**config.mk**
```make
export PLATFORM = sky130hd
export DESIGN_NAME = credit_code_check_char_core
export DESIGN_NICKNAME = d
export VERILOG_FILES = /design/src/hdl/ccc_pkg.sv /design/src/hdl/ccc_accum.sv /design/src/hdl/credit_code_check_char_core.sv
export VERILOG_INCLUDE_DIRS = /design/src /design/src/hdl
export SDC_FILE = /design/constraint.sdc
export NUM_CORES = 1
export LEC_CHECK = 0
export BUFFER_PORTS_ARGS = -buffer_cell sky130_fd_sc_hd__buf_2
export CAP_MARGIN = 20
export CORE_MARGIN = 1
export CORE_UTILIZATION = 55
export CTS_CLUSTER_DIAMETER = 40
export DETAILED_ROUTE_END_ITERATION = 8
export PLACE_DENSITY = 0.69
export SLEW_MARGIN = 20
export SYNTH_ARGS = -nofsm -noshare
export SYNTH_HDL_FRONTEND = slang
export SYNTH_SLANG_ARGS = --single-unit
export TNS_END_PERCENT = 10
```
**constraint.sdc**
```tcl
create_clock -name i_clk -period 13.15 [get_ports i_clk]
set_input_delay 0.6575 -clock i_clk [delete_from_list [all_inputs] [get_ports i_clk]]
set_output_delay 0.6575 -clock i_clk [all_outputs]
set_load 0.01 [all_outputs]
```
**src/hdl/credit_code_check_char_core_defines.svh**
```systemverilog
// Assertion macros shared by the credit code checker RTL.
// Included by the modules that carry concurrent assertions; no other dependencies.
`ifndef CREDIT_CODE_CHECK_CHAR_CORE_DEFINES_SVH
`define CREDIT_CODE_CHECK_CHAR_CORE_DEFINES_SVH
`ifndef SYNTHESIS
`define CCC_ASSERT_HOLDS(label, clk, rst_n, cond, msg) \
    label: assert property (@(posedge clk) disable iff (!rst_n) (cond)) \
        else $error(msg);
`define CCC_ASSERT_IMP(label, clk, rst_n, ante, cons, msg) \
    label: assert property (@(posedge clk) disable iff (!rst_n) (ante) |-> (cons)) \
        else $error(msg);
`define CCC_ASSERT_NXT(label, clk, rst_n, ante, cons, msg) \
    label: assert property (@(posedge clk) disable iff (!rst_n) (ante) |=> (cons)) \
        else $error(msg);
`else
`define CCC_ASSERT_HOLDS(label, clk, rst_n, cond, msg)
`define CCC_ASSERT_IMP(label, clk, rst_n, ante, cons, msg)
`define CCC_ASSERT_NXT(label, clk, rst_n, ante, cons, msg)
`endif
`endif

```
**src/hdl/ccc_pkg.sv**
```systemverilog
// Types, constants and lookup functions for the credit code checker.
// No dependencies; imported by ccc_accum and credit_code_check_char_core.
package ccc_pkg;

    localparam int CodeLen  = 18;
    localparam int PosW     = 5;
    localparam int ValW     = 5;

    localparam logic [PosW-1:0] LastPos = PosW'(CodeLen - 1);

    localparam logic [7:0] AsciiZero = 8'h30;

    // Check alphabet for values 10..30.
    localparam logic [7:0] Letters [21] = '{
        8'h41, 8'h42, 8'h43, 8'h44, 8'h45, 8'h46, 8'h47, 8'h48, 8'h4A, 8'h4B, 8'h4C,
        8'h4D, 8'h4E, 8'h50, 8'h51, 8'h52, 8'h54, 8'h55, 8'h57, 8'h58, 8'h59
    };

    typedef struct packed {
        logic       code_valid;
        logic [7:0] check_char;
        logic       format_error;
    } t_result;

    typedef struct packed {
        logic            ok;
        logic [ValW-1:0] value;
    } t_char_val;

    // Value 0..30 of an allowed character; ok low if not allowed.
    function automatic t_char_val char_value(input logic [7:0] ch);
        t_char_val r;
        r.ok    = 1'b1;
        r.value = '0;
        case (ch) inside
            [8'h30:8'h39]: r.value = ValW'(ch - 8'h30);
            [8'h41:8'h48]: r.value = ValW'(ch - 8'h41 + 8'd10);  // A..H
            [8'h4A:8'h4E]: r.value = ValW'(ch - 8'h4A + 8'd18);  // J..N
            [8'h50:8'h52]: r.value = ValW'(ch - 8'h50 + 8'd23);  // P..R
            [8'h54:8'h55]: r.value = ValW'(ch - 8'h54 + 8'd26);  // T..U
            [8'h57:8'h59]: r.value = ValW'(ch - 8'h57 + 8'd28);  // W..Y
            default:       r.ok    = 1'b0;
        endcase
        return r;
    endfunction

    // Powers of 3 mod 31 by position.
    function automatic logic [ValW-1:0] weight(input logic [PosW-1:0] pos);
        logic [ValW-1:0] w;
        case (pos)
            5'd0:    w = 5'd1;
            5'd1:    w = 5'd3;
            5'd2:    w = 5'd9;
            5'd3:    w = 5'd27;
            5'd4:    w = 5'd19;
            5'd5:    w = 5'd26;
            5'd6:    w = 5'd16;
            5'd7:    w = 5'd17;
            5'd8:    w = 5'd20;
            5'd9:    w = 5'd29;
            5'd10:   w = 5'd25;
            5'd11:   w = 5'd13;
            5'd12:   w = 5'd8;
            5'd13:   w = 5'd24;
            5'd14:   w = 5'd10;
            5'd15:   w = 5'd30;
            5'd16:   w = 5'd28;
            default: w = 5'd0;
        endcase
        return w;
    endfunction

    // x mod 31 for x below 1023: fold the two 5-bit halves (32 = 1 mod 31),
    // then one compare and subtract.
    function automatic logic [ValW-1:0] mod31(input logic [9:0] x);
        logic [5:0] y;
        y = {1'b0, x[9:5]} + {1'b0, x[4:0]};
        if (y >= 6'd31) begin
            y = y - 6'd31;
        end
        return y[ValW-1:0];
    endfunction

    // ASCII check character for a weighted sum already reduced mod 31.
    function automatic logic [7:0] check_ascii(input logic [ValW-1:0] sum);
        logic [ValW-1:0] t;
        logic [7:0]      c;
        t = (sum == '0) ? '0 : ValW'(5'd31 - sum);
        if (t < ValW'(10)) begin
            c = AsciiZero + {3'b000, t};
        end else begin
            c = Letters[ValW'(t - ValW'(10))];
        end
        return c;
    endfunction

endpackage

```
**src/hdl/ccc_accum.sv**
```systemverilog
// Per-character format check and weighted mod-31 accumulator for the credit code checker.
// Depends on ccc_pkg and the assertion macros in credit_code_check_char_core_defines.svh.
`include "credit_code_check_char_core_defines.svh"
module ccc_accum (
    input  logic              i_clk,
    input  logic              i_rst_n,
    input  logic              i_advance,
    input  logic [7:0]        i_char_code,
    input  logic              i_first,
    output logic              o_emit,
    output ccc_pkg::t_result  o_result
);
    import ccc_pkg::*;

    logic [PosW-1:0] r_position, n_position;
    logic [ValW-1:0] r_sum, n_sum;
    logic            r_bad, n_bad;

    logic [PosW-1:0] pos;
    logic [ValW-1:0] sum_in;
    logic            bad_in;
    t_char_val       cv;
    logic            is_digit;
    logic            bad_now;
    logic [9:0]      acc;
    logic [7:0]      chk;

    always_comb begin
        // a first mark restarts the code before this character counts
        pos    = i_first ? '0 : r_position;
        sum_in = i_first ? '0 : r_sum;
        bad_in = i_first ? 1'b0 : r_bad;
        if (pos > LastPos) begin
            pos = '0;
        end

        cv       = char_value(i_char_code);
        is_digit = (i_char_code >= 8'h30) && (i_char_code <= 8'h39);

        bad_now = bad_in || !cv.ok;
        if (pos == PosW'(0) && !(i_char_code inside {8'h31, 8'h35, 8'h39, 8'h59})) begin
            bad_now = 1'b1;
        end
        if (pos == PosW'(1) && !(i_char_code inside {8'h31, 8'h32, 8'h33, 8'h39})) begin
            bad_now = 1'b1;
        end
        if (pos >= PosW'(2) && pos <= PosW'(7) && !is_digit) begin
            bad_now = 1'b1;
        end

        // at most 30 * 30 + 30, fits in 10 bits
        acc = {5'b00000, cv.value} * {5'b00000, weight(pos)} + {5'b00000, sum_in};

        o_emit = (pos == LastPos);
        chk    = bad_in ? 8'h00 : check_ascii(sum_in);

        o_result.check_char   = chk;
        o_result.format_error = bad_in;
        o_result.code_valid   = !bad_in && (i_char_code == chk);

        if (o_emit) begin
            n_position = '0;
            n_sum      = '0;
            n_bad      = 1'b0;
        end else begin
            n_position = pos + PosW'(1);
            n_sum      = cv.ok ? mod31(acc) : sum_in;
            n_bad      = bad_now;
        end
    end

    always_ff @(posedge i_clk) begin
        if (!i_rst_n) begin
            r_position <= '0;
            r_sum      <= '0;
            r_bad      <= 1'b0;
        end else if (i_advance) begin
            r_position <= n_position;
            r_sum      <= n_sum;
            r_bad      <= n_bad;
        end
    end

    `CCC_ASSERT_HOLDS(a_pos_range, i_clk, i_rst_n, r_position <= LastPos, "position past end")
    `CCC_ASSERT_HOLDS(a_sum_reduced, i_clk, i_rst_n, r_sum != 5'd31, "sum not reduced mod 31")
    `CCC_ASSERT_NXT(a_end_clears, i_clk, i_rst_n, i_advance && o_emit, (r_position == '0) && (r_sum == '0) && !r_bad, "state not cleared after last char")

endmodule

```
**src/hdl/credit_code_check_char_core.sv**
```systemverilog
// Top level of the unified social credit code checker: input register, accumulator, result register.
// Depends on ccc_pkg, ccc_accum and credit_code_check_char_core_defines.svh.
// A code's result becomes valid on the outputs once its 18th character transaction has been
// accepted and passed the input register, then the result register.
// Throughput: one character per cycle unless stalled; the input register feeds the accumulator.
// A stalled result only holds back the 18th character of the next code; others keep flowing.
// Reset (i_rst_n low, synchronous): clears both valid flags, position, sum and error flag.
`include "credit_code_check_char_core_defines.svh"
module credit_code_check_char_core (
    input  logic       i_clk,
    input  logic       i_rst_n,
    // character channel
    input  logic       i_in_valid,
    output logic       o_in_stall,
    input  logic [7:0] i_char_code,
    input  logic       i_first,
    // result channel
    output logic       o_out_valid,
    input  logic       i_out_stall,
    output logic       o_code_valid,
    output logic [7:0] o_check_char,
    output logic       o_format_error
);
    import ccc_pkg::*;

    // Input register: one character transaction waiting for the accumulator.
    logic       r_s1_valid;
    logic [7:0] r_s1_char;
    logic       r_s1_first;

    // Result register.
    logic       r_out_valid;
    t_result    r_out;

    logic       emit;
    t_result    result;
    logic       out_free;
    logic       s1_advance;
    logic       in_accept;

    // The result register can take a new result when empty or being drained.
    assign out_free   = !r_out_valid || !i_out_stall;
    // A character that closes a code needs the result register; others never wait.
    assign s1_advance = r_s1_valid && (!emit || out_free);
    assign o_in_stall = r_s1_valid && !s1_advance;
    assign in_accept  = i_in_valid && !o_in_stall;

    always_ff @(posedge i_clk) begin
        if (!i_rst_n) begin
            r_s1_valid <= 1'b0;
        end else if (!o_in_stall) begin
            r_s1_valid <= i_in_valid;
        end
    end

    always_ff @(posedge i_clk) begin
        if (in_accept) begin
            r_s1_char  <= i_char_code;
            r_s1_first <= i_first;
        end
    end

    ccc_accum u_accum (
        .i_clk       (i_clk),
        .i_rst_n     (i_rst_n),
        .i_advance   (s1_advance),
        .i_char_code (r_s1_char),
        .i_first     (r_s1_first),
        .o_emit      (emit),
        .o_result    (result)
    );

    always_ff @(posedge i_clk) begin
        if (!i_rst_n) begin
            r_out_valid <= 1'b0;
        end else if (out_free) begin
            r_out_valid <= s1_advance && emit;
        end
    end

    always_ff @(posedge i_clk) begin
        if (out_free && s1_advance && emit) begin
            r_out <= result;
        end
    end

    assign o_out_valid    = r_out_valid;
    assign o_code_valid   = r_out.code_valid;
    assign o_check_char   = r_out.check_char;
    assign o_format_error = r_out.format_error;

    `CCC_ASSERT_IMP(a_empty_no_stall, i_clk, i_rst_n, !r_s1_valid, !o_in_stall, "stall with empty input register")
    `CCC_ASSERT_NXT(a_result_lands, i_clk, i_rst_n, s1_advance && emit, r_out_valid, "result transaction lost")
    `CCC_ASSERT_IMP(a_blocked_end, i_clk, i_rst_n, r_s1_valid && emit && r_out_valid && i_out_stall, o_in_stall, "last char advanced into full result register")

endmodule

```
==> metrics.txt <==
fraction of layout cells with a size suffix above 1 0.114; Synth Flop Type edfxtp_1; sequential element share of the synthesized area 0.204; CTS tree done; Post-synth top cells 50 x inv_1, 45 x ha_1, 45 x nor2_1, 33 x nand2_1, 31 x a21oi_1; post-DP HPWL roughly 7100 um; Worst VDD drop between 0.04 and 0.05 mV; Port-buffer cells 23; Fin. Hold Viols 0; share of the synthesized area in the top cell type 0.144; Root Buffer clkbuf_8; first-pass GRT wire length between 10,000 and 15,000 um; DRC 0; Fmax achieved ~0.13 GHz; DR vias/cell 5.94; critical path launch point type flip-flop; initial antenna violation count 0; CP delay by family, top compound AO/OA/AOI/OAI gates; WL final about 9000 um; Fill cells roughly 660; CTS sink cnt 31; critical path arrival around 7.8 ns; cell taking the most area after synthesis ha_1; Final GP Congestion about 0.9; Fin Setup TNS 0 ns; Routed WL per cell about 16 um; Final period util 0.579; Worst-Skew Late Latency 0.29 ns; relative slew slack 0.376; hold crit path type reg -> reg; Die X approximately 86 um; Slew Viols, Final 0; critical setup path kind reg -> reg; Power Density ~77 nW/um^2; max_cap viols 0; EDFF count, synth 18; grt ovf 0; Cell variety after synth 76; syn_area_per_cell ~8.3 sq um; final setup fails 0; H-tree depth 2; Final Critical Period 7.61 ns; vias in the first global route approximately 3,100; core box area between 6000 and 7000 sq um; num ports 25; CP max FO 13; Post-Syn Instances 471; clock slew at reported path FFs about 0.07 ns; Nets ~560; postcts setup bufs 0; Yosys warning count 0; CP max stage delay around 0.78 ns; # rows 30; CP Data Required Time 13.33 ns; initial core utilization 0.573; largest net degree at the start of global routing 21; leakage power about 1.7 nW; Cell Area, Synth 3920 sq um; Hold Buf Count CTS 0; Syn-to-layout area delta 6.58%; status finished, final reports clean; most frequent cell after synthesis inv_1; post-route ant nets 0; Slew @ Worst Pin between 0.9 and 1 ns; RSZ-0062 raised after global routing false; Initial DRT Pass Iterations 5; gr usage total 0.252; total number of vias approximately 3,400; Area contributors post-synth ha_1 14%, edfxtp_1 14%, fa_1 7.7%, dfxtp_1 6.6%, inv_1 4.8%; ANT cells 0; total power around 0.32 mW; CTS max path bufs 2; slowest stage cell, crit path o211ai_1; drt initial violations 193; clk_skew 0.0159 ns; post-synth net total about 540; Die Ht 86.4 um; Num CTS Buffers 5; post-CTS sizing 0; CP Capture Type flip-flop; Async SR Flop Fraction 0; register bit total from synthesis 31; worst path bufs/invs 4; Die Area about 7500 sq um
## registers in the layout, summed over array words and instances, names as in the netlist
| name | count |
|---|---|
| r_s1_char | 8 |
| u_accum.r_bad | 1 |
| o_code_valid | 1 |
| o_format_error | 1 |
| r_s1_first | 1 |
| u_accum.r_position | 5 |
| r_s1_valid | 1 |
| o_out_valid | 1 |
| o_check_char | 7 |
| u_accum.r_sum | 5 |
## metal layers
| metal | up-vias | wire length (um) | GRT usage |
|---|---|---|---|
| li1 | 1710 | - | - |
| met3 | 15 | 327 | 0.0314 |
| met2 | 97 | 4330 | 0.431 |
| met4 | 0 | 92 | 0.0606 |
| met5 | - | 0 | 0 |
| met1 | 1618 | 4260 | 0.340 |
## path summary, 6_finish.rpt
kind,from,slack [ns],to,depth (start not counted)
setup / recovery,r_s1_char[1],5.54,u_accum.r_sum[1],27
hold / removal,o_out_valid,0.53,o_out_valid,2
setup reg to reg,r_s1_char[1],5.54,u_accum.r_sum[1],27
hold reg to reg,o_out_valid,0.53,o_out_valid,2
## metrics by stage
stage	cell area (sq um)	util	hold slack [ns]	instances	setup slack, ns
4_1_cts	4180	0.611	0.529	579	5.60
3_3_place_gp	4060	0.594	0.521	571	5.69
5_1_grt	4180	0.611	0.538	579	5.11
3_5_place_dp	4060	0.594	0.512	571	5.62
6_report	4180	0.611	0.528	579	5.54
2_1_floorplan	3920	-	0.485	471	6.72
## cells in the final DEF (no fill, tap or decap), drive strengths merged, types with 8 or more instances in the layout
master / synthesis / routed
a21oi: 32 / 32
buf: 11 / 23
dfxtp: 13 / 13
edfxtp: 18 / 18
fa: 15 / 15
ha: 45 / 45
inv: 50 / 50
nand2: 33 / 33
nand3: 8 / 8
nor2: 46 / 46
nor2b: 8 / 8
nor3: 9 / 9
nor4: 8 / 8
o21ai: 23 / 23
or2: 13 / 13
xnor2: 17 / 17
## kinds of logic after synthesis
family,share of synthesized area
buf+inv,0.0731
compound gates,0.214
xor+xnor,0.0425
flops,0.204
mux,0.0240
simple gates,0.221
fa+ha+maj,0.220
other cells,0.000957
## power breakdown
part           switching, mW  leakage [nW]  internal (mW)  total (mW)
sequential            0.0103         0.274          0.107       0.117
clock                 0.0386        0.0612         0.0613      0.0999
combinational         0.0626          1.41         0.0432       0.106
total                  0.111          1.74          0.211       0.323
## final cells by class
type	instances	area [sq um]	share of cell area
Sequential cell	31	801	0.192
Multi-Input combinational cell	370	2830	0.678
Timing Repair Buffer	23	115	0.0276
Clock inverter	2	35.0	0.00839
Inverter	51	191	0.0458
Tap cell	96	120	0.0288
Clock buffer	6	82.6	0.0198
## worst register-to-register path, delay by kind of cell, from the launching register on
kind	cells	cell delay [ns]
AO/OA/AOI/OAI	14	3.28
XOR/XNOR	1	0.14
adder cells (fa/ha/maj)	6	2.32
buffers and inverters	4	0.47
flip-flops	1	0.55
multiplexers	1	0.37
AND/OR/NAND/NOR	1	0.36
Note: power is estimated with default switching activity, not from simulation.
